**src/rtl/core/rsnh_pkg.sv**
```systemverilog
package rsnh_pkg;

  localparam int unsigned MAX_SEGMENTS_DEF = 64;
  localparam int unsigned COORD_BITS_DEF   = 32;

  // Configuration register indexes.
  localparam logic CFG_EDGE_COUNT = 1'b0;
  localparam logic CFG_VERT_THR   = 1'b1;

  // Item modes.
  localparam logic MODE_SEGMENT = 1'b0;
  localparam logic MODE_RAY     = 1'b1;

  typedef struct packed {
    logic               mode;
    logic [5:0]         edge_slot;
    logic signed [31:0] seg_start_x;
    logic signed [31:0] seg_start_y;
    logic signed [31:0] seg_end_x;
    logic signed [31:0] seg_end_y;
    logic signed [31:0] origin_x;
    logic signed [31:0] origin_y;
    logic signed [31:0] dir_x;
    logic signed [31:0] dir_y;
  } in_word_t;

  typedef struct packed {
    logic signed [31:0] hit_x;
    logic signed [31:0] hit_y;
    logic               hit_found;
    logic               near_vertical;
  } out_word_t;

  // Effective coordinate width: never more than 32 bits.
  function automatic int unsigned coord_width(int unsigned cb);
    return (cb < 32) ? cb : 32;
  endfunction

  // Width of the magnitudes the datapath multiplies, a multiple of four
  // with at least two spare bits above the widest cross product difference.
  function automatic int unsigned mag_width(int unsigned cb);
    return (2 * coord_width(cb) + 7) & ~32'd3;
  endfunction

endpackage

```
**src/rtl/core/rsnh_div.sv**
```systemverilog
module rsnh_div #(
  parameter int unsigned COORD_BITS = rsnh_pkg::COORD_BITS_DEF
) (
  input  logic                                           clk_i,
  input  logic                                           rst_ni,
  input  logic                                           start_i,
  input  logic [2*rsnh_pkg::mag_width(COORD_BITS)-1:0]   dividend_i,
  input  logic [rsnh_pkg::mag_width(COORD_BITS)-1:0]     divisor_i,
  output logic                                           done_o,
  output logic [rsnh_pkg::coord_width(COORD_BITS)+1:0]   quot_o
);
  import rsnh_pkg::*;

  localparam int unsigned MB   = mag_width(COORD_BITS);
  localparam int unsigned QB   = coord_width(COORD_BITS) + 1;
  localparam int unsigned CNTW = $clog2(QB);

  logic [MB:0]     rem_q;
  logic [QB-1:0]   sh_q;
  logic [MB-1:0]   d_q;
  logic [CNTW-1:0] cnt_q;
  logic            run_q, done_q;
  logic [MB:0]     trial;
  logic            ge;
  logic            round_up;

  // Restoring division, one quotient bit per cycle. The quotient is known
  // to fit in QB bits, so the high dividend bits seed the remainder.
  assign trial = {rem_q[MB-1:0], sh_q[QB-1]};
  assign ge    = trial >= {1'b0, d_q};

  always_ff @(posedge clk_i or negedge rst_ni) begin
    if (!rst_ni) begin
      run_q  <= 1'b0;
      done_q <= 1'b0;
      cnt_q  <= '0;
    end else begin
      done_q <= 1'b0;
      if (start_i) begin
        run_q <= 1'b1;
        cnt_q <= '0;
      end else if (run_q) begin
        cnt_q <= cnt_q + 1'b1;
        if (cnt_q == CNTW'(QB - 1)) begin
          run_q  <= 1'b0;
          done_q <= 1'b1;
        end
      end
    end
  end

  always_ff @(posedge clk_i) begin
    if (start_i) begin
      rem_q <= (MB+1)'(dividend_i >> QB);
      sh_q  <= dividend_i[QB-1:0];
      d_q   <= divisor_i;
    end else if (run_q) begin
      rem_q <= ge ? (trial - {1'b0, d_q}) : trial;
      sh_q  <= {sh_q[QB-2:0], ge};
    end
  end

  // Halves round away from zero: twice the remainder against the divisor.
  assign round_up = {rem_q, 1'b0} >= {2'b0, d_q};
  assign quot_o   = {1'b0, sh_q} + (QB+1)'(round_up);
  assign done_o   = done_q;

endmodule
```
**config.mk**
```make
export PLATFORM = sky130hd
export DESIGN_NAME = rsnh_div
export DESIGN_NICKNAME = d
export VERILOG_FILES = /design/src/rtl/core/rsnh_pkg.sv /design/src/rtl/core/rsnh_div.sv
export SDC_FILE = /design/constraint.sdc
export NUM_CORES = 1
export LEC_CHECK = 0
export ABC_AREA = 0
export ABC_CLOCK_PERIOD_IN_PS = 9420
export BUFFER_PORTS_ARGS = -buffer_cell sky130_fd_sc_hd__buf_2
export CORE_ASPECT_RATIO = 0.5
export CORE_MARGIN = 10
export CORE_UTILIZATION = 45
export CTS_CLUSTER_DIAMETER = 50
export CTS_CLUSTER_SIZE = 25
export DETAILED_ROUTE_END_ITERATION = 7
export HOLD_SLACK_MARGIN = 0.05
export PLACE_DENSITY = 0.67
export SYNTH_ARGS = -nofsm -noshare
export SYNTH_HDL_FRONTEND = slang
export SYNTH_SLANG_ARGS = --single-unit
```
**constraint.sdc**
```tcl
create_clock -name clk_i -period 9.42 [get_ports clk_i]
set_input_delay 0.471 -clock clk_i [delete_from_list [all_inputs] [get_ports clk_i]]
set_output_delay 0.471 -clock clk_i [all_outputs]
set_load 0.05 [all_outputs]
```
# --- Word level (Yosys, flattened, before mapping) ---
# Index checks and enable logic that the tools add are counted.
totals:
  regBits: 178
  wordCells: 26
  out_inout_bits: 35
op_classes:
  n_lt_le_gt_ge: 2
  muxes: 13
  eq_ne: 1
  add_sub_neg: 3
  reduce_logical: 1
op_table:
  columns: ["op", "count"]
  rows:
  - ["$mux 69", 3]
  - ["$ge 70x68->1", 1]
  - ["$ge 69x68->1", 1]
  - ["$sub 69x68->69", 1]
  - ["$mux 33", 2]
  - ["$add 33x1->34", 1]
  - ["$mux 6", 2]
  - ["$add 6x1->6 const B", 1]
  - ["$eq 6x6->1 const B", 1]
  - ["$mux 1", 6]
  - ["$reduce_bool 2->1", 1]

# --- Logic depth before layout (Yosys ltp) ---
depth:
  word_depth: 4
  ltp_mapped: 24
  ltp_nobuf: 22

# --- Worst setup path after synthesis ---
# OpenSTA, ideal clock, no wires.
synth_path:
  kind: "reg-to-output"
  start: "register rem_q[15]"
  end: "output quot_o[31] (netlist name)"
  required_ps: 8949
  setup_slack_ps: 3903
  stages_incl_launch_ff: 24
  t_arrival_ps: 5046
  n_path_buf: 2
  cell_sequence: "edfxtp_1 -> ha_1 -> clkbuf_1 -> nand4_1 -> nor3_1 -> nand3_1 -> a21oi_1 -> a211o_1 -> a311o_1 -> a21oi_1 -> o21ai_0 -> a21oi_1 -> o21ai_0 -> ha_1 -> and3_1 -> and2_1 -> nor2b_1 -> and3_1 -> nand2_1 -> nor2_1 -> and4_1 -> clkbuf_1 -> nand3_1 -> xnor2_1"
synth_between:
  elab_chain_cells: 2
synth_lines:
  columns: ["item", "line_no", "rtl"]
  rows:
  - ["start, declared", "rsnh_div.sv:18", "logic [MB:0] rem_q;"]
  - ["start signal, assigned", "rsnh_div.sv:54", "rem_q <= (MB+1)'(dividend_i >> QB);"]
  - ["start signal, assigned", "rsnh_div.sv:58", "rem_q <= ge ? (trial - {1'b0, d_q}) : trial;"]
  - ["$ge 70x68->1", "rsnh_div.sv:64", "assign round_up = {rem_q, 1'b0} >= {2'b0, d_q};"]
  - ["$add 33x1->34", "rsnh_div.sv:65", "assign quot_o = {1'b0, sh_q} + (QB+1)'(round_up);"]
  - ["end, declared", "rsnh_div.sv:10", "output logic [rsnh_pkg::coord_width(COORD_BITS)+1:0] quot_o"]
# Every way passes these cells.

# --- Worst setup path in the final report ---
# Same ends and word-level chain as after synthesis.

==> results by group <==
Global routing
  – Largest net degree at the start of global routing: ~110
  – Initial antenna violation count: 0
  – Vias in the first global route: between 10000 and 15000
  – Gr ovfl total: 0
  – GR met2 Demand/Resource: about a third
  – Met3 usage: around 4.1%
  – Met1 Use GR: between 20% and 30%
  – Tot GR Track Use: between 10% and 20%
  – Global-route wire length before repair: 56000 microns
  – Busiest layer in global routing: met2

Worst setup path
  – Crit path largest cell delay: approximately 480 ps
  – Reg2reg setup slack: 4920 ps
  – RR Endpoint: rem_q[56]
  – CP max FO: 7
  – Worst EP arrival: 6520 ps
  – Setup CP Type: reg2out
  – CP top delay family: simple AND/OR/NAND/NOR gates
  – RR Startpoint: rem_q[31]
  – Crit path top cell by count: a21oi_1
  – CP max-delay cell: ha_1
  – Crit-path cells: ha_1, nand4_1, nor3_1, nand3_1, a21oi_1, a211o_1, a311o_1, a21oi_1, o21ai_0, a21oi_1, o21ai_0, ha_1, and3_1, and2_1, nor2b_1, and3_1, nand2_1, nor2_1, and4_1, nand3_1, xnor2_1, buf_2
  – Crit path buffers/inverters: 1
  – Worst setup SP type: flip-flop
  – Worst Path Required: around 9000 ps
  – Depth of the most critical reg-to-reg path: 12
  – Type of destination of the critical path: output port

STA
  – Setup TNS: 0 ps
  – RSZ-0062 raised after global routing: no
  – Final setup fails: 0
  – Max-slew violations: 0
  – Tcrit/Tclk final: about three quarters
  – Period minus WS final: about 7000 ps
  – Final Skew: 11.3 ps
  – Fin. Hold Viols: 0
  – Worst-margin pin slew: between 1000 and 1500 ps
  – Rel. slew slack: between 20% and 30%
  – Max Fclk: 0.143 GHz

CTS
  – Worst-Skew Late Latency: around 460 ps
  – CTS Buf Count: 17
  – Post-CTS setup buffer count: 0
  – Clock transition at the registers of the reported paths: 70 ps
  – # clock sinks: 178
  – Clock root cell: clkbuf_16
  – Bufs on Longest Clock Path: 2
  – Htree depth: 4
  – CTS tree: built

Synth
  – Synth warn: 0
  – Mapped Avg Cell Area: 9.55 sq um
  – Yosys cell types: between 70 and 80
  – Ys flop type: edfxtp_1
  – Synthesized cell area: around 13000 sq um
  – Synth top area cells: edfxtp_1, ha_1, a21oi_1
  – Register area share after synthesis: 41.9%
  – Post-Syn Instances: 1327
  – Synth area leader: edfxtp_1
  – #FFs+latches synth: 178
  – Synthesized Nets: between 1500 and 2000
  – Number of flops mapped to enable cells by yosys: 170
  – Synth async-reset ratio: 4.49%
  – Post-synth top area share: 40.3%

Floorplan
  – Core box area: ~28000 sq um
  – Die height: ~140 microns
  – Initial Utilization: approximately 46%
  – Count of standard-cell rows: 43
  – Ports: between 200 and 250
  – Die area: about 36000 sq um
  – Chip Width: between 200 and 300 microns

Routing
  – Routed Antenna Nets: 0
  – Remaining DRCs: 0
  – DRT iter0 DRCs: 854
  – WL/cell: 18.5 microns
  – Router iterations before antenna repair: 5
  – Via density: between 5 and 6
  – Total number of vias: approximately 10000
  – DRT Wirelength: between 30000 and 40000 microns

Cells and area
  – Final cell count without fillers: 1880
  – Final Util: between 50 and 60%
  – Proportion of layout cells with a drive suffix above 1: 20.8%
  – Fin nets: approximately 1800
  – Area growth syn-to-layout: 14.8%
  – N_diodes: 0

Placed design
  – RD Place Congestion: between 0.9 and 1
  – Hpwl dp: about 26000 microns
  – I/O Buffers: approximately 210
  – DP Cell Count: between 1500 and 2000

Min path
  – Min-delay worst type: in2reg
  – Worst hold endpoint: d_q[15]
  – Hold path cells: 1
  – Hold path startpoint: divisor_i[15]

Power
  – Cell area power density: ~320 nW/um^2
  – Lkg Pwr: 6.17 nW
  – Power Total: about 4.6 mW
  – Max IR drop VDD: roughly 240 uV

Run
  – Max-cap violations: 0

Outcome
  – Status: finished, final reports clean
==> worst max path at each step <==
stage | cells after the start | slack (ps) | start | to
2_1_floorplan | 23 | 3900 | rem_q[15] | quot_o[31]
3_3_place_gp | 22 | 3030 | rem_q[14] | quot_o[31]
3_5_place_dp | 22 | 2980 | rem_q[15] | quot_o[31]
4_1_cts | 22 | 2470 | rem_q[15] | quot_o[31]
5_1_grt | 22 | 1880 | rem_q[15] | quot_o[31]
6_report | 22 | 2430 | rem_q[15] | quot_o[31]
==> routing by layer <==
| metal | vias up | part of all wire (%) |
|---|---|---|
| met5 | - | 0 |
| li1 | 5178 | - |
| met2 | 264 | 47 |
| met3 | 24 | 5.2 |
| met4 | 0 | 0.84 |
| met1 | 4994 | 47 |
==> flip-flops by register name, summed over array words and instances (netlist names) <==
register / flops
run_q: 1
cnt_q: 6
done_o: 1
rem_q: 69
sh_q: 33
d_q: 68
==> logic make-up (layout without fill, tap and decap cells) <==
kind of cell	Yosys count	in the layout	synth area share (%)
DFF	178	178	41.9
adders and majority gates	73	73	7.27
muxes	58	58	5.10
xor gates and xnor gates	90	90	6.22
AOI/OAI and AO/OA	393	393	20.2
and+or+nand+nor	346	346	13.4
buffers and inverters	189	360	5.91
==> cell type report <==
type / count / area (sq um)
Fill cell: 2582 / 13200
Multi-Input combinational cell: 960 / 6620
Sequential cell: 178 / 5310
Timing Repair Buffer: 213 / 1090
Tap cell: 382 / 478
Inverter: 115 / 434
Clock buffer: 19 / 433
Clock inverter: 13 / 186
==> per-stage QoR <==
| stage | hold WS, ps | area [sq um] | worst slack (ps) |
|---|---|---|---|
| after floorplan | 175 | 12700 | 3900 |
| after global placement | 314 | 13900 | 3030 |
| after detailed placement | 324 | 13900 | 2980 |
| after CTS | 166 | 14500 | 2470 |
| after global routing | 164 | 14500 | 1880 |
| final | 184 | 14500 | 2430 |
==> power breakdown <==
group	switching (mW)	internal, mW
Combinational	1.58	1.02
Clock	0.320	0.444
Sequential	0.121	1.13
Total	2.03	2.59
==> cells in the mapped netlist (5+ instances only) <==
cell / count
edfxtp_1: 170
a21oi_1: 120
inv_1: 114
nand2_1: 105
ha_1: 72
nor2_1: 68
xnor2_1: 58
o21ai_0: 54
mux2_2: 50
clkbuf_1: 47
a21o_1: 41
nand4_1: 34
o21a_1: 33
o21ai_1: 33
xor2_1: 32
nand3_1: 28
nor3_1: 26
and3_1: 25
buf_2: 19
o21bai_1: 16
a211oi_1: 14
o211ai_1: 14
or3_1: 14
a31oi_1: 11
nor4_1: 9
dfrtp_1: 8
nor2b_1: 8
o31ai_1: 8
and2_1: 7
and4_1: 7
mux2i_1: 6
a221o_1: 5
buf_1: 5
==> worst register-to-register path, delay by kind of cell, from the launching register on <==
| kind | cells | cell delay (ps) |
|---|---|---|
| AOI/OAI and AO/OA | 2 | 270 |
| adders and majority gates | 1 | 480 |
| buffers and inverters | 1 | 380 |
| DFF | 1 | 390 |
| muxes | 2 | 490 |
| and+or+nand+nor | 6 | 2240 |
==> placed cells by master, fill, tap and decap left out, types with 33 or more instances in the layout <==
master,netlist,routed
o21a_1,33,33
a21o_1,41,41
o21ai_1,33,33
ha_1,72,72
nand4_1,34,34
edfxtp_1,170,170
buf_2,19,206
inv_1,114,113
a21oi_1,120,120
nand2_1,105,105
xnor2_1,58,58
o21ai_0,54,54
nor2_1,68,68
mux2_2,50,50
==> timing repair <==
| action | 4_1_cts | 5_1_grt |
|---|---|---|
| hold endpoints to repair | 8 | 0 |
| endpoints found under the setup margin | 0 | 0 |
| hold buffers | 1 | 0 |
| resized for setup | 0 | 0 |
(Power assumes the default switching activity.)
