### config.mk
export PLATFORM = sky130hd
export DESIGN_NAME = rsnh_mul
export DESIGN_NICKNAME = d
export VERILOG_FILES = /design/src/rtl/core/rsnh_pkg.sv /design/src/rtl/core/rsnh_mul.sv
export SDC_FILE = /design/constraint.sdc
export NUM_CORES = 1
export LEC_CHECK = 0
export BUFFER_PORTS_ARGS = -buffer_cell sky130_fd_sc_hd__buf_2
export CORE_UTILIZATION = 48
export CTS_CLUSTER_SIZE = 12
export DETAILED_ROUTE_END_ITERATION = 16
export PLACE_DENSITY_LB_ADDON = 0.25
export SLEW_MARGIN = 20
export SYNTH_ARGS = -nofsm -noshare
export SYNTH_HDL_FRONTEND = slang
export SYNTH_SLANG_ARGS = --single-unit
### constraint.sdc
create_clock -name clk_i -period 4.58 [get_ports clk_i]
set_clock_uncertainty 0.1 [all_clocks]
set_input_delay 0.229 -clock clk_i [delete_from_list [all_inputs] [get_ports clk_i]]
set_output_delay 0.229 -clock clk_i [all_outputs]
set_load 0.005 [all_outputs]
### src/rtl/core/rsnh_pkg.sv
package rsnh_pkg;

  localparam int unsigned MAX_SEGMENTS_DEF = 64;
  localparam int unsigned COORD_BITS_DEF   = 32;

  // Configuration register indexes.
  localparam logic CFG_EDGE_COUNT = 1'b0;
  localparam logic CFG_VERT_THR   = 1'b1;

  // Item modes.
  localparam logic MODE_SEGMENT = 1'b0;
  localparam logic MODE_RAY     = 1'b1;

  typedef struct packed {
    logic               mode;
    logic [5:0]         edge_slot;
    logic signed [31:0] seg_start_x;
    logic signed [31:0] seg_start_y;
    logic signed [31:0] seg_end_x;
    logic signed [31:0] seg_end_y;
    logic signed [31:0] origin_x;
    logic signed [31:0] origin_y;
    logic signed [31:0] dir_x;
    logic signed [31:0] dir_y;
  } in_word_t;

  typedef struct packed {
    logic signed [31:0] hit_x;
    logic signed [31:0] hit_y;
    logic               hit_found;
    logic               near_vertical;
  } out_word_t;

  // Effective coordinate width: never more than 32 bits.
  function automatic int unsigned coord_width(int unsigned cb);
    return (cb < 32) ? cb : 32;
  endfunction

  // Width of the magnitudes the datapath multiplies, a multiple of four
  // with at least two spare bits above the widest cross product difference.
  function automatic int unsigned mag_width(int unsigned cb);
    return (2 * coord_width(cb) + 7) & ~32'd3;
  endfunction

endpackage

### src/rtl/core/rsnh_mul.sv
module rsnh_mul #(
  parameter int unsigned COORD_BITS = rsnh_pkg::COORD_BITS_DEF
) (
  input  logic                                           clk_i,
  input  logic                                           rst_ni,
  input  logic                                           start_i,
  input  logic [rsnh_pkg::mag_width(COORD_BITS)-1:0]     a_i,
  input  logic [rsnh_pkg::mag_width(COORD_BITS)-1:0]     b_i,
  output logic                                           done_o,
  output logic [2*rsnh_pkg::mag_width(COORD_BITS)-1:0]   prod_o
);
  import rsnh_pkg::*;

  localparam int unsigned MB    = mag_width(COORD_BITS);
  localparam int unsigned STEPS = MB / 4;
  localparam int unsigned CNTW  = $clog2(STEPS);

  logic [2*MB-1:0] p_q;
  logic [MB-1:0]   a_q;
  logic [CNTW-1:0] cnt_q;
  logic            run_q, done_q;
  logic [MB+3:0]   sum;

  // Radix-16 shift and add: one multiplier digit per cycle.
  assign sum = {4'b0, p_q[2*MB-1:MB]} + ((MB+4)'(a_q) * (MB+4)'(p_q[3:0]));

  always_ff @(posedge clk_i or negedge rst_ni) begin
    if (!rst_ni) begin
      run_q  <= 1'b0;
      done_q <= 1'b0;
      cnt_q  <= '0;
    end else begin
      done_q <= 1'b0;
      if (start_i) begin
        run_q <= 1'b1;
        cnt_q <= '0;
      end else if (run_q) begin
        cnt_q <= cnt_q + 1'b1;
        if (cnt_q == CNTW'(STEPS - 1)) begin
          run_q  <= 1'b0;
          done_q <= 1'b1;
        end
      end
    end
  end

  always_ff @(posedge clk_i) begin
    if (start_i) begin
      p_q <= {{MB{1'b0}}, b_i};
      a_q <= a_i;
    end else if (run_q) begin
      p_q <= {sum, p_q[MB-1:4]};
    end
  end

  assign done_o = done_q;
  assign prod_o = p_q;

endmodule

[After elaboration in Yosys (flattened, before gate mapping)]
Cells that the tools add are included.
Storage, ports and cells
  logic and storage cells: 21
  flip-flop bits (word level): 211
Cells by class
  eq/ne operators: 1
  multipliers: 1
  multiplexer cells: 10
  reductions and logical operators: 1
  $add $sub $neg: 2
Operators by type and width (number)
  68-bit 2-to-1 mux: 2
  68-bit by 72-bit adder with 72-bit output: 1
  68-bit by 4-bit multiplier with 72-bit output: 1
  5-bit 2-to-1 mux: 2
  1-bit 2-to-1 mux: 6
  5-bit by 1-bit adder with 5-bit output (second input constant): 1
  5-bit == test (second input constant): 1
  2-bit nonzero test: 1

[Longest topological paths before layout]
Gate-level depths: netlist (run 1).
  depth after elaboration: 4
  depth in mapped cells: 20

[Worst setup path before layout (run 1)]
Ideal clock, no wire load.
  path type: flip-flop to flip-flop
  start point: reg p_q[3] (netlist: prod_o[3])
  end point: reg p_q[127] (netlist: prod_o[127])
  cell stages (with the launch flop): 19
  path buffers: 2
  arrival time: 4.730 ns
  setup slack: -0.481 ns
  path through: edfxtp_1 clkbuf_1 clkbuf_1 nand2_1 fa_1 fa_1 fa_1 inv_1 ha_1 a21oi_1 nor3b_1 nor3_1 o2111a_1 o31ai_4 a41oi_4 o211ai_1 a31oi_1 xor2_1 o22ai_1
Between the ends
  cells in the longest elaborated chain, start to end: 2
RTL lines
  start: declaration: line rsnh_mul.sv:18  | logic [2*MB-1:0] p_q;
  start signal: assignment: line rsnh_mul.sv:49  | p_q <= {{MB{1'b0}}, b_i};
  start signal: assignment: line rsnh_mul.sv:52  | p_q <= {sum, p_q[MB-1:4]};
  68-bit by 4-bit multiplier with 72-bit output: line rsnh_mul.sv:25  | assign sum = {4'b0, p_q[2*MB-1:MB]} + ((MB+4)'(a_q) * (MB+4)'(p_q[3:0]));
  68-bit by 72-bit adder with 72-bit output: line rsnh_mul.sv:25
Every way passes these cells.
A chain may end at the register's enable or synchronous reset.

[Worst setup path after layout (run 1)]
  start point: reg p_q[1] (netlist: prod_o[1])
  end point: reg p_q[123] (netlist: prod_o[123])
The elaborated chain is that of the path after synthesis.

==> results of run 1 <==
==> per-layer routing <==
metal  vias to the layer above  GRT usage (%)  part of all wire (%)
met5                         -              0                     0
met4                         0          10.83                   4.2
met3                       125          4.557                   5.7
met2                       539          52.08                    51
met1                      7799          33.93                    39
li1                       7370              -                     -
==> critical path: cells and delay by family, from the launching register on <==
kind | cells | cell delay, ns
adder cells (fa/ha/maj) | 4 | 1.73
AO/OA/AOI/OAI | 7 | 1.73
flip-flops | 1 | 0.39
buffers and inverters | 4 | 0.39
AND/OR/NAND/NOR | 3 | 0.37
XOR/XNOR | 1 | 0.17
==> stage by stage <==
| stage | hold slack, ns | total power, mW |
|---|---|---|
| 2_1_floorplan | -0.1666 | 11.76 |
| 3_3_place_gp | -0.03019 | 17.30 |
| 3_5_place_dp | -0.02710 | 17.50 |
| 4_1_cts | -0.06669 | 21.10 |
| 5_1_grt | 0.2502 | 23.93 |
| 6_report | 0.2570 | 22.17 |
==> layout by cell type (no fill, tap or decap), drive strengths merged, types with 6 or more instances in the layout <==
cell | netlist | routed
edfxtp | 136 | 136
nand2 | 96 | 96
nor2 | 82 | 82
mux2i | 37 | 37
a21oi | 88 | 88
and3 | 6 | 6
dfxtp | 68 | 68
dlygate4sd3 | 0 | 139
clkinv | 0 | 9
mux2 | 67 | 67
a21o | 33 | 33
o21ai | 55 | 55
a31oi | 8 | 8
nand3 | 8 | 8
xnor2 | 38 | 38
nand2b | 6 | 6
o22ai | 23 | 23
dfrtp | 7 | 7
a211oi | 9 | 9
o21a | 7 | 7
xor2 | 31 | 31
buf | 15 | 528
nand4 | 27 | 27
clkbuf | 69 | 33
or3 | 6 | 6
nor2b | 10 | 10
and2 | 252 | 252
ha | 82 | 82
nor3 | 14 | 14
o21bai | 22 | 22
fa | 199 | 199
inv | 337 | 336
==> logic make-up after synthesis <==
family	Yosys count
fa+ha+maj	281
buf+inv	421
flops	211
compound gates	288
simple gates	519
xor+xnor	69
mux	104
==> power breakdown <==
group / internal, mW / switching, mW / leakage [nW]
clock network: 1.41 / 0.926 / 0.454
logic: 8.41 / 8.59 / 9.86
registers: 2.50 / 0.331 / 2.04
total: 12.3 / 9.85 / 12.4
==> cell type report <==
| type | count | area share [%] |
|---|---|---|
| clock buffers | 32 | 2.761 |
| clock inverters | 17 | 0.9896 |
| well taps | 511 | 2.467 |
| inverters | 337 | 4.885 |
| multi-input cells | 1261 | 48.48 |
| flip-flops and latches | 211 | 21.69 |
| repair buffers | 669 | 18.73 |
==> final timing paths <==
check	startpoint	end	slack, ns	cells after the start
max	prod_o[1]$_DFFE_PP_	prod_o[123]$_SDFFE_PP0P_	-0.46	19
min	a_i[4]	a_q[4]$_DFFE_PP_	0.26	2
max reg2reg	prod_o[1]$_DFFE_PP_	prod_o[123]$_SDFFE_PP0P_	-0.46	19
min reg2reg	prod_o[118]$_SDFFE_PP0P_	prod_o[118]$_SDFFE_PP0P_	0.42	2
max in group asynchronous	rst_ni	cnt_q[4]$_DFFE_PN0P_	3.53	3
min in group asynchronous	rst_ni	run_q$_DFF_PN0_	0.59	3
==> what timing repair did <==
item	in CTS	in global routing
hold buffers	138	1
gates cloned	1	1
pin swaps	13	55
endpoints found under the hold margin	169	13
endpoints found under the setup margin	49	53
gates resized for setup	105	84
setup buffers	9	15
==> registers in the layout, summed over array words and instances (netlist names) <==
signal and flops:
a_q 68, done_o 1, cnt_q 5, run_q 1, prod_o 136
==> flow_summary_export.csv, run 1 <==
group,metric,value,unit
grt,grt_antenna_before_repair,1,
timing,max_freq,0.1986,GHz
synth,synth_common_cells,"inv_1, and2_1, fa_1, edfxtp_1, nand2_1",
synth,synth_top_family_by_area,"adder cells",
worst_setup_path,crit_slowest_cell,"fa_1",
finish,fin_cells,3038,
detailed_routing,ant_nets,0,
floorplan,num_rows,71,
worst_setup_path,worstPathArrival,5.37,ns
synth,yosysMostFrequentCell,"inv_1",
synth,muxShareOfSynthArea,6.028,%
synth,synth_edf_count,136,
placed_design,gp_congestion,0.9551,
finish,fin_area,25920,um2
floorplan,die_y,199.2,um
timing,setup_viol,47,
timing,final.period_utilization,110.0,%
synth,syn_nets,2313,
detailed_routing,wl,56.29,mm
worst_hold_path,hold_class,"input port to register",
clock_tree,cts_root_buf,"clkbuf_16",
timing,min_period,5.036,ns
timing,finalHoldViolCount,0,
detailed_routing,num_vias,15833,
timing,setup_slack,-0.4563,ns
synth,synth-simple-area-share,15.07,%
synth,synth.avg_cell_area,9.857,um2
run_status,run_status,"finished with violations",
grt,gr-total-overflow,0,
finish,regArea,5622,um2
synth,async_flop_share,3.318,%
synth,synth_cells,1893,
clock_tree,numCtsBuffers,28,
placed_design,dpl.hpwl,40.94,mm
placed_design,placed_cell_area,22360,um2
worst_setup_path,cpMostUsedCell,"fa_1",
floorplan,ios,276,
finish,drive_above_1_share,32.45,%
synth,yosysWarnings,0,
worst_setup_path,crit_type,"register to register",
detailed_routing,post-route-drc-count,0,
clock_tree,htree_levels,1,
timing,maxSlewViolCount,0,
detailed_routing,vias_per_cell,5.212,
worst_setup_path,worst_setup_path_start_kind,"register",
grt,grt_usage,28.71,%
run_status,violations,"setup timing",
synth,synth_xor_area_share,3.239,%
synth,synth_area_leaders,"edfxtp_1, fa_1, and2_1",
finish,area_growth,38.91,%
timing,relSlewSlack,36.13,%
synth,ys.flop_type,"edfxtp_1",
worst_setup_path,max_stage_delay,0.50,ns
timing,timing.setup.tns,-11.71,ns
grt,grt_max_degree,85,
floorplan,design.die.area,39660,um2
synth,synth_largest_area_cell,"edfxtp_1",
pwr,p_leak,12.36,nW
synth,synthAdderAreaFrac,26.85,%
finish,nets,2928,
placed_design,dpl.cell_count,2825,
synth,synth-seq-area-share,30.12,%
synth,synth_cell_types,73,
synth,synthesis.area,18660,um2
placed_design,port_buffers,275,
synth,yosys.area.top_type_share,21.89,%
detailed_routing,dr.first_iter.drc_count,836,
worst_setup_path,crit_chain,"buf_6, buf_12, and2_4, fa_1, fa_1, inv_1, fa_1, inv_2, ha_4, a21o_1, o21ba_4, nor2b_4, a2111o_1, o31ai_4, a41oi_4, o211ai_1, nand2_1, xor2_1, o22ai_1",
pwr,power-per-cell-area,855.4,nW/um2
pwr,irDropWorstVdd,0.4542,mV
timing,worst_slew_pin_slew,0.9580,ns
clock_tree,clock_sinks,211,
finish,num_antenna_cells,0,
detailed_routing,first_pass_iters,5,
floorplan,core_area,37930,um2
grt,grt_pass1_wl,88.62,mm
clock_tree,clk_path_buf_depth,3,
worst_setup_path,worstPathRequired,4.91,ns
floorplan,initial_core_util,49.19,%
grt,grt_pass1_vias,17155,
finish,fillers,2883,
timing,rsz0062_at_grt,"yes",
clock_tree,clock_latency,0.58,ns
worst_setup_path,endpoint_kind,"register",
floorplan,chipWidth,199.2,um
clock_tree,cts_tree,"yes",
finish,final_util,68.33,%
finish,multi_input_area,12560,um2
job,drv_cap,0,
worst_setup_path,crit_path_max_fanout,12,
synth,ys_seq_elements,211,
synth,synth_compound_area_share,10.14,%
clock_tree,cts.clk_slew.worst_paths,0.06,ns
detailed_routing,drt-wirelength-per-cell,18.53,um
placed_design,pre_cts_slack,-0.5372,ns
(Power assumes the default switching activity.)
==> run 2: changes to the inputs <==
--- a/config.mk
+++ b/config.mk
@@ -8,4 +8,5 @@
 export BUFFER_PORTS_ARGS = -buffer_cell sky130_fd_sc_hd__buf_2
 export CORE_UTILIZATION = 48
+export CTS_BUF_LIST = sky130_fd_sc_hd__clkbuf_2 sky130_fd_sc_hd__clkbuf_4 sky130_fd_sc_hd__clkbuf_8
 export CTS_CLUSTER_SIZE = 12
 export DETAILED_ROUTE_END_ITERATION = 16
==> constraint.sdc (replaced) <==
create_clock -name clk_i -period 4.85 [get_ports clk_i]
set_clock_uncertainty 0.1 [all_clocks]
set_input_delay 0.485 -clock clk_i [delete_from_list [all_inputs] [get_ports clk_i]]
set_output_delay 0.485 -clock clk_i [all_outputs]
set_load 0.005 [all_outputs]
==> run 2 against run 1 <==
Net effect: the run still ends with setup timing left; sequential cell count is the same; sequential power shrank 5%; clock power shrank 5%; via count shrank 2.1%; register-to-register slack gained 0.18 ns; power shrank 9.4%.
==> flow_summary_export.csv, run 2 (synthesis results as in run 1) <==
group,metric,value,unit
finish,regArea,5622,um2
clock_tree,cts_tree,"yes",
pwr,p_leak,11.94,nW
pwr,p_switching,9.014,mW
grt,grt.met3_usage,5.333,%
pwr,combPwrFrac,75.6,%
timing,timing.setup.tns,-3.862,ns
floorplan,design.die.area,39660,um2
timing,worst_slew_pin_slew,0.9976,ns
worst_hold_path,hold_class,"input port to register",
finish,layout_commonest_cell,"inv_1",
clock_tree,cts.clk_slew.worst_paths,0.06,ns
clock_tree,htree_levels,2,
timing,setup_viol,26,
grt,grt-busiest-layer,"met2",
floorplan,ios,276,
grt,grt_usage,28.23,%
floorplan,num_rows,71,
timing,setup_slack,-0.2784,ns
placed_design,port_buffers,275,
pwr,seqPwrFrac,13.4,%
job,drv_cap,0,
detailed_routing,ant_nets,0,
placed_design,pre_cts_slack,-0.4264,ns
worst_setup_path,worstPathRequired,5.29,ns
grt,grt_pass1_vias,17027,
grt,grt_max_degree,149,
detailed_routing,dr.first_iter.drc_count,753,
detailed_routing,post-route-drc-count,0,
grt,grt_antenna_before_repair,1,
finish,fillers,2985,
finish,largest_reg_flops,136,
floorplan,core_area,37930,um2
worst_setup_path,endpoint_kind,"register",
grt,use_met1,33.17,%
detailed_routing,wl,54.26,mm
timing,max_freq,0.1950,GHz
placed_design,dpl.hpwl,40.06,mm
finish,final_util,65.37,%
pwr,clkPwrFrac,11.0,%
pwr,p_int,11.08,mW
clock_tree,numCtsBuffers,42,
grt,use_met2,49.85,%
worst_setup_path,worst_setup_path_start_kind,"register",
timing,relSlewSlack,33.50,%
grt,grt_pass1_wl,86.57,mm
detailed_routing,vias_per_cell,5.206,
finish,final_cell_mix,"inv_1, buf_2, and2_1, buf_4, fa_1",
clock_tree,clock_sinks,211,
pwr,irDropWorstVdd,0.3871,mV
detailed_routing,num_vias,15504,
timing,final.period_utilization,105.7,%
floorplan,die_y,199.2,um
finish,nets,2852,
run_status,run_status,"finished with violations",
grt,gr-total-overflow,0,
detailed_routing,drt-wirelength-per-cell,18.22,um
worst_setup_path,crit_path_max_fanout,7,
finish,multi_input_area,12230,um2
timing,min_period,5.128,ns
pwr,swShare,44.87,%
detailed_routing,first_pass_iters,5,
timing,maxSlewViolCount,0,
clock_tree,clk_path_buf_depth,3,
finish,area_growth,32.88,%
pwr,power-per-cell-area,810.2,nW/um2
timing,rsz0062_at_grt,"yes",
floorplan,initial_core_util,49.19,%
run_status,violations,"setup timing",
finish,drive_above_1_share,31.95,%
worst_setup_path,worstPathArrival,5.57,ns
clock_tree,cts_root_buf,"clkbuf_8",
clock_tree,clock_latency,0.66,ns
worst_setup_path,crit_type,"register to register",
placed_design,gp_congestion,0.9263,
timing,finalHoldViolCount,0,
floorplan,chipWidth,199.2,um
==> run 2: cell types whose count changed in the layout (fill, tap and decap cells not counted), sizes merged <==
cell | before | now
buf | 528 | 508
bufbuf | 1 | 0
bufinv | 5 | 7
clkbuf | 33 | 55
clkinv | 9 | 14
clkinvlp | 4 | 1
diode | 0 | 1
dlygate4sd3 | 139 | 70
inv | 336 | 339
==> run 2: repair_timing <==
item                       in CTS  in global routing
resized for setup             103                 71
hold endpoints to repair       76                  0
setup endpoints to repair      34                 47
pin swaps                      26                 32
gates cloned                    2                  1
setup buffers                   9                  8
hold buffers                   70                  0
==> run 2: power groups by stage <==
stage	clock (mW)	sequential, mW	combinational, mW
2_1_floorplan	0	2.62	7.99
3_5_place_dp	0	2.71	13.2
4_1_cts	2.27	2.68	14.4
5_1_grt	2.34	2.72	16.7
6_report	2.22	2.68	15.2
3_3_place_gp	0	2.71	13.1
==> run 2: path summary, 6_finish.rpt <==
| kind | startpoint | to | slack (ns) | cells past startpoint |
|---|---|---|---|---|
| setup / recovery | prod_o[3]$_DFFE_PP_ | prod_o[131]$_SDFFE_PP0P_ | -0.28 | 19 |
| hold / removal | b_i[14] | prod_o[14]$_DFFE_PP_ | 0.05 | 2 |
| setup reg to reg | prod_o[3]$_DFFE_PP_ | prod_o[131]$_SDFFE_PP0P_ | -0.28 | 19 |
| hold reg to reg | prod_o[110]$_SDFFE_PP0P_ | prod_o[110]$_SDFFE_PP0P_ | 0.41 | 2 |
| max in group asynchronous | rst_ni | cnt_q[3]$_DFFE_PN0P_ | 4.28 | 2 |
| min in group asynchronous | rst_ni | run_q$_DFF_PN0_ | 0.18 | 2 |
==> run 2: stage by stage <==
step                hold slack, ns  area (um2)  power [mW]  cells
floorplan                  0.08941       18720       10.61   1893
global placement            0.2273       22060       15.77   2810
detailed placement          0.2304       22060       15.94   2810
CTS                      0.0007720       24370       19.30   2969
global route               0.01610       24800       21.77   2978
finish                     0.04532       24800       20.09   2978
==> run 2: final cells by class <==
| type | count | area share (%) |
|---|---|---|
| multi-input cells | 1261 | 49.31 |
| flip-flops and latches | 211 | 22.67 |
| repair buffers | 579 | 16.32 |
| inverters | 337 | 5.107 |
| clock buffers | 54 | 2.720 |
| well taps | 511 | 2.579 |
| clock inverters | 24 | 1.282 |
| diodes | 1 | 0.01009 |
==> run 2: worst max-delay path: stages (launching register included) <==
cell and delay (ns):
edfxtp_1 0.43, buf_12 0.18, buf_12 0.13, and2_4 0.13
fa_1 0.46, fa_1 0.50, inv_1 0.05, fa_1 0.50
inv_2 0.05, ha_4 0.28, a21o_1 0.13, o21ba_4 0.17
nor2b_4 0.13, a2111o_1 0.43, o31ai_4 0.33, a41oi_4 0.24
nor4_4 0.38, nor2_1 0.09, xnor2_1 0.13, a22o_1 0.20
==> run 2: metal layers <==
metal | vias up | part of all wire [%]
met3 | 129 | 5.8
met4 | 0 | 4.5
met5 | - | 0
li1 | 7256 | -
met2 | 552 | 50
met1 | 7567 | 40
==> run 3: changes to the inputs <==
- RECOVER_POWER: unset -> 100
==> run 3 against run 2 <==
Net effect: utilization down 0.36 points; highest routed layer unchanged; fmax about the same; largest power group unchanged; wire length up 0.11%; the run ends with capacitance limit, slew limit, setup timing left; largest cell class unchanged; first-iteration DRC count up 2.9%; via count down 0.15%.
==> flow_summary_export.csv, run 3 (synthesis results as in run 1) <==
group,metric,value,unit
worst_setup_path,r2r_end,"prod_o[131]$_SDFFE_PP0P_",
finish,final_util,65.00,%
worst_setup_path,reg2regPathDepth,19,
placed_design,gp_congestion,0.9263,
floorplan,chipWidth,199.2,um
clock_tree,clock_latency,0.66,ns
grt,gr-total-overflow,0,
timing,final.period_utilization,105.8,%
worst_setup_path,crit_type,"register to register",
floorplan,core_area,37930,um2
floorplan,die_y,199.2,um
worst_setup_path,critPathBufInv,4,
pwr,power-per-cell-area,813.8,nW/um2
floorplan,design.die.area,39660,um2
job,drv_cap,1,
detailed_routing,drt-wirelength-per-cell,18.24,um
clock_tree,cts_tree,"yes",
timing,min_period,5.131,ns
worst_setup_path,crit_chain,"buf_12, buf_12, and2_4, fa_1, fa_1, inv_1, fa_1, inv_2, ha_4, a21o_1, o21ba_4, nor2b_4, a2111o_1, o31ai_4, a41oi_4, nor4_4, nor2_1, xnor2_1, a22o_1",
floorplan,initial_core_util,49.19,%
detailed_routing,first_pass_iters,6,
pwr,irDropWorstVdd,0.3874,mV
detailed_routing,num_vias,15481,
detailed_routing,ant_nets,0,
finish,nets,2852,
detailed_routing,post-route-drc-count,0,
run_status,violations,"capacitance limit, slew limit, setup timing",
worst_setup_path,crit_path_max_fanout,7,
placed_design,dpl.hpwl,40.06,mm
worst_setup_path,worstPathRequired,5.29,ns
worst_setup_path,worstReg2RegStart,"prod_o[3]$_DFFE_PP_",
timing,maxSlewViolCount,149,
timing,worst_slew_pin_slew,3.559,ns
finish,regArea,5622,um2
timing,timing.setup.tns,-4.019,ns
worst_setup_path,cp_top_family,"adder cells",
worst_setup_path,crit_slowest_cell,"fa_1",
worst_setup_path,cpMostUsedCell,"fa_1",
timing,max_freq,0.1949,GHz
clock_tree,clk_path_buf_depth,3,
grt,grt_pass1_wl,86.57,mm
timing,setup_slack,-0.2813,ns
timing,setup_viol,28,
worst_hold_path,min_path_cells,2,
worst_hold_path,hold_end,"prod_o[14]$_DFFE_PP_",
floorplan,num_rows,71,
grt,grt_max_degree,149,
placed_design,port_buffers,275,
finish,layout_commonest_cell,"inv_1",
timing,rsz0062_at_grt,"yes",
finish,final_cell_mix,"inv_1, and2_1, buf_4, fa_1, buf_2",
clock_tree,numCtsBuffers,42,
timing,relSlewSlack,-137.3,%
grt,grt_antenna_before_repair,1,
finish,multi_input_area,12230,um2
floorplan,ios,276,
finish,fillers,3038,
worst_setup_path,worstPathArrival,5.57,ns
clock_tree,cts.clk_slew.worst_paths,0.07,ns
worst_setup_path,endpoint_kind,"register",
clock_tree,clock_sinks,211,
detailed_routing,dr.first_iter.drc_count,775,
finish,largest_reg_flops,136,
finish,area_growth,32.15,%
worst_hold_path,worstHoldStart,"b_i[14]",
worst_hold_path,hold_class,"input port to register",
grt,grt_pass1_vias,17027,
pwr,p_leak,11.62,nW
worst_setup_path,worstSetupStartpoint,"prod_o[3]$_DFFE_PP_",
run_status,run_status,"finished with violations",
worst_setup_path,ff2ff_setup_slack,-0.28,ns
finish,drive_above_1_share,27.66,%
worst_setup_path,worst_setup_path_start_kind,"register",
detailed_routing,vias_per_cell,5.198,
clock_tree,htree_levels,2,
timing,finalHoldViolCount,0,
clock_tree,cts_root_buf,"clkbuf_8",
detailed_routing,wl,54.32,mm
worst_setup_path,max_stage_delay,0.50,ns
grt,grt_usage,28.23,%
## run 3: cell count changes in the layout (fill, tap and decap cells not counted)
cell | previous run | this run
buf_2 | 274 | 176
mux2_2 | 67 | 59
buf_1 | 0 | 2
clkbuf_1 | 0 | 96
clkbuf_2 | 0 | 1
buf_12 | 6 | 5
mux2_1 | 0 | 8
## run 3: cell type report
cell class	instances	area share, %
inverter	337	5.135
timing repair buffer	579	15.86
sequential	211	22.80
multi-input combinational	1261	49.58
clock inverter	24	1.289
clock buffer	54	2.735
tap	511	2.593
antenna	1	0.01015
## run 3: repair_timing
action                                  CTS  global route
buffers inserted                          9             8
endpoints found under the setup margin   34            47
pin swaps                                26            32
endpoints found under the hold margin    76             0
gates resized for setup                 103            71
cloned                                    2             1
hold buffers                             70             0
## run 3: through the flow
stage	hold slack (ns)	instance area, um2	instances	power, mW	setup WS, ns
after floorplan	0.08941	18720	1893	10.61	0.003363
after global placement	0.2273	22060	2810	15.77	-0.4236
after detailed placement	0.2304	22060	2810	15.94	-0.4264
after CTS	0.0007720	24370	2969	19.30	-0.2379
after global routing	0.01648	24660	2978	21.73	-0.4767
final	0.04204	24660	2978	20.07	-0.2813
## run 3: worst reg2reg max path, stage by stage (launching register included)
cell	delay, ns
edfxtp_1	0.43
buf_12	0.18
buf_12	0.14
and2_4	0.14
fa_1	0.46
fa_1	0.50
inv_1	0.05
fa_1	0.50
inv_2	0.05
ha_4	0.28
a21o_1	0.13
o21ba_4	0.17
nor2b_4	0.13
a2111o_1	0.43
o31ai_4	0.33
a41oi_4	0.24
nor4_4	0.38
nor2_1	0.09
xnor2_1	0.13
a22o_1	0.20
## run 3: power breakdown
| part | internal (mW) | leakage [nW] | switching (mW) |
|---|---|---|---|
| clock network | 1.31 | 0.510 | 0.911 |
| logic | 7.36 | 9.07 | 7.79 |
| registers | 2.37 | 2.04 | 0.330 |
| total | 11.0 | 11.6 | 9.03 |
## run 3: layer usage
| metal | vias to the layer above | GRT usage (%) | share of wire [%] |
|---|---|---|---|
| met5 | - | 0 | 0 |
| met4 | 0 | 12.68 | 4.6 |
| met3 | 133 | 5.333 | 5.7 |
| met2 | 544 | 49.85 | 49 |
| met1 | 7554 | 33.17 | 40 |
| li1 | 7250 | - | - |
## run 3: worst max-delay path by stage
stage | to | slack (ns) | cells after the start
floorplan | prod_o[131]$_SDFFE_PP0P_ | 0.003 | 19
global placement | prod_o[132]$_SDFFE_PP0P_ | -0.42 | 19
detailed placement | prod_o[129]$_SDFFE_PP0P_ | -0.43 | 18
CTS | prod_o[132]$_SDFFE_PP0P_ | -0.24 | 19
global route | prod_o[131]$_SDFFE_PP0P_ | -0.48 | 18
finish | prod_o[131]$_SDFFE_PP0P_ | -0.28 | 19
